**src/hdl/nlcq_ram.sv**
```systemverilog
// generic single write, single read ram with registered read data
// no dependencies
module nlcq_ram #(
    parameter int WIDTH = 8,
    parameter int DEPTH = 64
) (
    input  logic                     i_clk,
    input  logic                     i_we,
    input  logic [$clog2(DEPTH)-1:0] i_waddr,
    input  logic [WIDTH-1:0]         i_wdata,
    input  logic [$clog2(DEPTH)-1:0] i_raddr,
    output logic [WIDTH-1:0]         o_rdata
);

    logic [WIDTH-1:0] r_mem [DEPTH];

    always_ff @(posedge i_clk) begin
        if (i_we) begin
            r_mem[i_waddr] <= i_wdata;
        end
        o_rdata <= r_mem[i_raddr];
    end

endmodule

```
**config.mk**
```make
export PLATFORM = sky130hd
export DESIGN_NAME = nlcq_ram
export DESIGN_NICKNAME = d
export VERILOG_FILES = /design/src/hdl/nlcq_ram.sv
export SDC_FILE = /design/constraint.sdc
export NUM_CORES = 1
export LEC_CHECK = 0
export ABC_CLOCK_PERIOD_IN_PS = 1900
export BUFFER_PORTS_ARGS = -buffer_cell sky130_fd_sc_hd__buf_2
export CAP_MARGIN = 20
export CORE_UTILIZATION = 55
export DETAILED_ROUTE_END_ITERATION = 7
export PLACE_DENSITY = 0.74
export SLEW_MARGIN = 40
export SYNTH_ARGS = -nofsm -noshare
export SYNTH_HDL_FRONTEND = slang
export SYNTH_SLANG_ARGS = --single-unit
```
**constraint.sdc**
```tcl
create_clock -name i_clk -period 1.9 [get_ports i_clk]
set_input_delay 0.285 -clock i_clk [delete_from_list [all_inputs] [get_ports i_clk]]
set_output_delay 0.285 -clock i_clk [all_outputs]
set_load 0.01 [all_outputs]
```
---- Word level (Yosys, flattened, before mapping) ----
Memories as Yosys holds them, arrays and structs flattened. A register that Yosys moved wholly into a read port is not among the register bits.
Index checks and enable logic that the tools add are counted.
cells by class
  add/sub/neg operators ................... 0
  $mul .................................... 0
  div/mod/pow operators ................... 0
  order comparisons ....................... 0
  equality and inequality tests ........... 0
  shifts and indexed selects .............. 0
  mux-type cells .......................... 2
  bitwise logic cells ..................... 0
  reduce and logical (&&, ||, !) cells .... 0
operators by type and width
  operator           count
  two-way mux 1 bit  2
word-level totals
  register bits ........................... 0
  latch bits .............................. 0
  memory bits (writable) .................. 512
  bits in read-only memories .............. 0
  bits of input ports ..................... 22
  output and inout port bits .............. 8
  logic and storage cells ................. 3
  memories ................................ 1
memories
  memory  depth  bits a word  read ports  clocked after Yosys merged registers in  wr ports  line  source
  r_mem   64     8            1           1                                        1         15    logic [WIDTH-1:0] r_mem [DEPTH];

---- Logic depth before layout (Yosys ltp) ----
  depth after elaboration ................. 2
  depth in mapped cells ................... 9
  mapped depth without buffers ............ 5

---- Worst setup path after synthesis ----
OpenSTA, ideal clock, no wires.
  path kind ............................... input to register
  start point ............................. input port i_raddr[1]
  end point ............................... register o_rdata[3] (read register of r_mem)
  arrival time ............................ 1.825 ns
  data required time ...................... 1.772 ns
  path slack .............................. -0.053 ns
  stages .................................. 7
  path buffers ............................ 3
  cells stage by stage .................... buf_4 > buf_2 > buf_2 > mux4_2 > mux4_2 > o21ai_1 > o41ai_1
RTL lines
  element      line  source
  from (decl)  11    input logic [$clog2(DEPTH)-1:0] i_raddr,
  to (decl)    12    output logic [WIDTH-1:0] o_rdata

==> impl_metrics.env <==
export IMPL_fin_ws_ns=0.00145
export IMPL_drtPass1Iterations=8
export IMPL_path_clk_slew_ns=0.06
export IMPL_critPathLaunchType="flop"
export IMPL_hp_start="i_wdata[0]"
export IMPL_grt_pass1_vias=10400
export IMPL_root_buffer="clkbuf_16"
export IMPL_slew_headroom=0.523
export IMPL_cts_htree_levels=2
export IMPL_skew_ns=0.0181
export IMPL_netlist_area_leader_share=0.762
export IMPL_crit_path_max_incr_delay_ns=0.50
export IMPL_syn_inst=940
export IMPL_critPathTopFamily="multiplexers"
export IMPL_postSynthRegisterBits=520
export IMPL_drt_iter0_drc=959
export IMPL_yosysSeqAreaShare=0.770
export IMPL_rows=69
export IMPL_ctsHoldBuffers=0
export IMPL_tightest_slew_ns=0.716
export IMPL_worst_setup_path_end_kind="flop"
export IMPL_path_buf_inv=0
export IMPL_yosys_area_top_type="edfxtp_1"
export IMPL_insertion_delay_ns=0.58
export IMPL_drc_errors=1
export IMPL_synth_edf_count=512
export IMPL_grt_antenna_before_repair=2
export IMPL_arrival_ns=2.36
export IMPL_fp_coreArea_mm2=0.0358
export IMPL_total_power_mw=23.4
export IMPL_cp_startpoint="r_mem[29][4]"
export IMPL_die_area_mm2=0.0374
export IMPL_wl_per_cell_um=27.1
export IMPL_outcome="finished, violations left"
export IMPL_postSynth_asyncResetShare=0
export IMPL_die_h_um=193
export IMPL_die_w_um=193
export IMPL_cts_tree="built"
export IMPL_clock_path_buffers=3
export IMPL_max_freq_ghz=0.527
export IMPL_setup_tns_ns=0
export IMPL_cp_cell_sequence="mux4_2 > mux2_4 > o221a_4 > nor3_4 > o32ai_1"
export IMPL_maxCapViolCount=0
export IMPL_setup_viol=0
export IMPL_ys_types=40
export IMPL_synth_area_mm2=0.0202
export IMPL_power_density_mw_per_mm2=992
export IMPL_crit_type="reg -> reg"
export IMPL_via_per_inst=6.18
export IMPL_synth_flop_cell="edfxtp_1"
export IMPL_dp_slack_ns=-0.600
export IMPL_cts_sinks=520
export IMPL_failed_checks="DRC"
export IMPL_grt_start_max_net_pins=65
export IMPL_drtAntennaViolNets=0
export IMPL_layout_min_cycle_time_ns=1.90
export IMPL_numPortBuffers=29
export IMPL_power_leakage_nw=7.71
export IMPL_grt_overflow_total=0
export IMPL_grt_usage=0.246
export IMPL_final_common_cell="edfxtp_1"
export IMPL_yosysWarnings=0
export IMPL_crit_slowest_cell="mux4_2"
export IMPL_syn_area_per_cell_um2=21.5
export IMPL_area_growth_pct=16.8
export IMPL_required_ns=2.36
export IMPL_synth_area_leaders="edfxtp_1, mux4_2, nor2_1, mux2i_1, dfxtp_1"
export IMPL_rsz0062_at_grt="yes"
export IMPL_period_share=0.999
export IMPL_syn_num_nets=962
export IMPL_drv_slew=0
export IMPL_initial_utilization=0.563
export IMPL_globalplace_congestion=0.835
export IMPL_utilization=0.657
export IMPL_hold_viol=0
export IMPL_irDropWorstVdd_v=0.000677
export IMPL_vias=10100
export IMPL_wl_um=44200
export IMPL_drive_gt1_frac=0.340
export IMPL_reg2reg_from="r_mem[29][4]"
export IMPL_dp_hpwl_um=28200
export IMPL_layout_nets=1150
export IMPL_most_common_layout_cells="edfxtp_1, buf_4, mux4_2"
export IMPL_cts_buffers=50
export IMPL_hp_class="in -> reg"
export IMPL_crit_fanout=1
export IMPL_num_io_pins=30
export IMPL_grt_pass1_wl_um=66600
-- report_power, final --
part | internal [mW] | total, mW | switching, mW
logic | 0.565 | 1.32 | 0.753
clock network | 5.31 | 9.31 | 4.00
registers | 12.7 | 12.7 | 0.0422
-- cells by family (layout without fill, tap and decap cells) --
group / count (synthesis) / count (layout) / share of synthesized area
flops: 520 / 520 / 0.770
other cells: 0 / 2 / 0
mux: 162 / 162 / 0.159
buf+inv: 51 / 277 / 0.0157
compound gates: 54 / 54 / 0.0207
simple gates: 153 / 153 / 0.0339
-- cell type report --
cell class	count	area, um^2
multi-input cells	369	4380
fillers	2273	12300
flip-flops and latches	520	15500
clock inverters	20	109
repair buffers	187	1530
clock buffers	70	1420
well taps	461	577
diodes	2	5.00
-- cell usage after synthesis, types with 3 or more instances --
cell type	number
dfxtp_1	8
mux2i_1	23
o22ai_1	8
nor2_1	83
mux2_2	13
nor2b_1	14
buf_4	13
nand3b_1	3
a221oi_1	6
nor3_1	7
buf_2	11
buf_1	4
buf_6	4
a22oi_1	3
nand2b_1	7
a21oi_1	3
clkbuf_1	17
o2111ai_1	3
o221ai_1	8
a211oi_1	4
edfxtp_1	512
nand3_1	13
mux4_2	126
o2bb2ai_1	3
nand2_1	19
-- per-stage QoR --
| step | cells | cell area, um^2 | hold slack (ns) |
|---|---|---|---|
| floorplan | 940 | 20200 | 0.384 |
| global placement | 1539 | 22000 | 0.728 |
| detailed placement | 1539 | 22000 | 0.720 |
| CTS | 1629 | 23600 | 0.147 |
| global route | 1629 | 23500 | 0.160 |
| finish | 1629 | 23500 | 0.149 |
-- worst paths after layout --
check | to | cells past startpoint | slack [ns]
worst max-delay path | o_rdata[4] | 5 | 0.001
worst min-delay path | r_mem[58][0] | 1 | 0.15
worst max register to register | o_rdata[4] | 5 | 0.001
worst min register to register | o_rdata[6] | 3 | 0.81
-- registers in the layout, indices dropped and copies added (netlist names) --
signal,count
r_mem,512
o_rdata,8
-- routing by layer --
metal / wire length (um) / global-route usage
met1: 17900 / 0.344
met2: 21300 / 0.385
met3: 3670 / 0.0520
met4: 1380 / 0.0951
met5: 0 / 0
-- timing repair --
action	CTS	global route
pin swaps	2	2
resized for setup	10	2
buffers inserted	0	0
setup endpoints to repair	5	4
No activity file was read; power rests on OpenSTA's default activity.
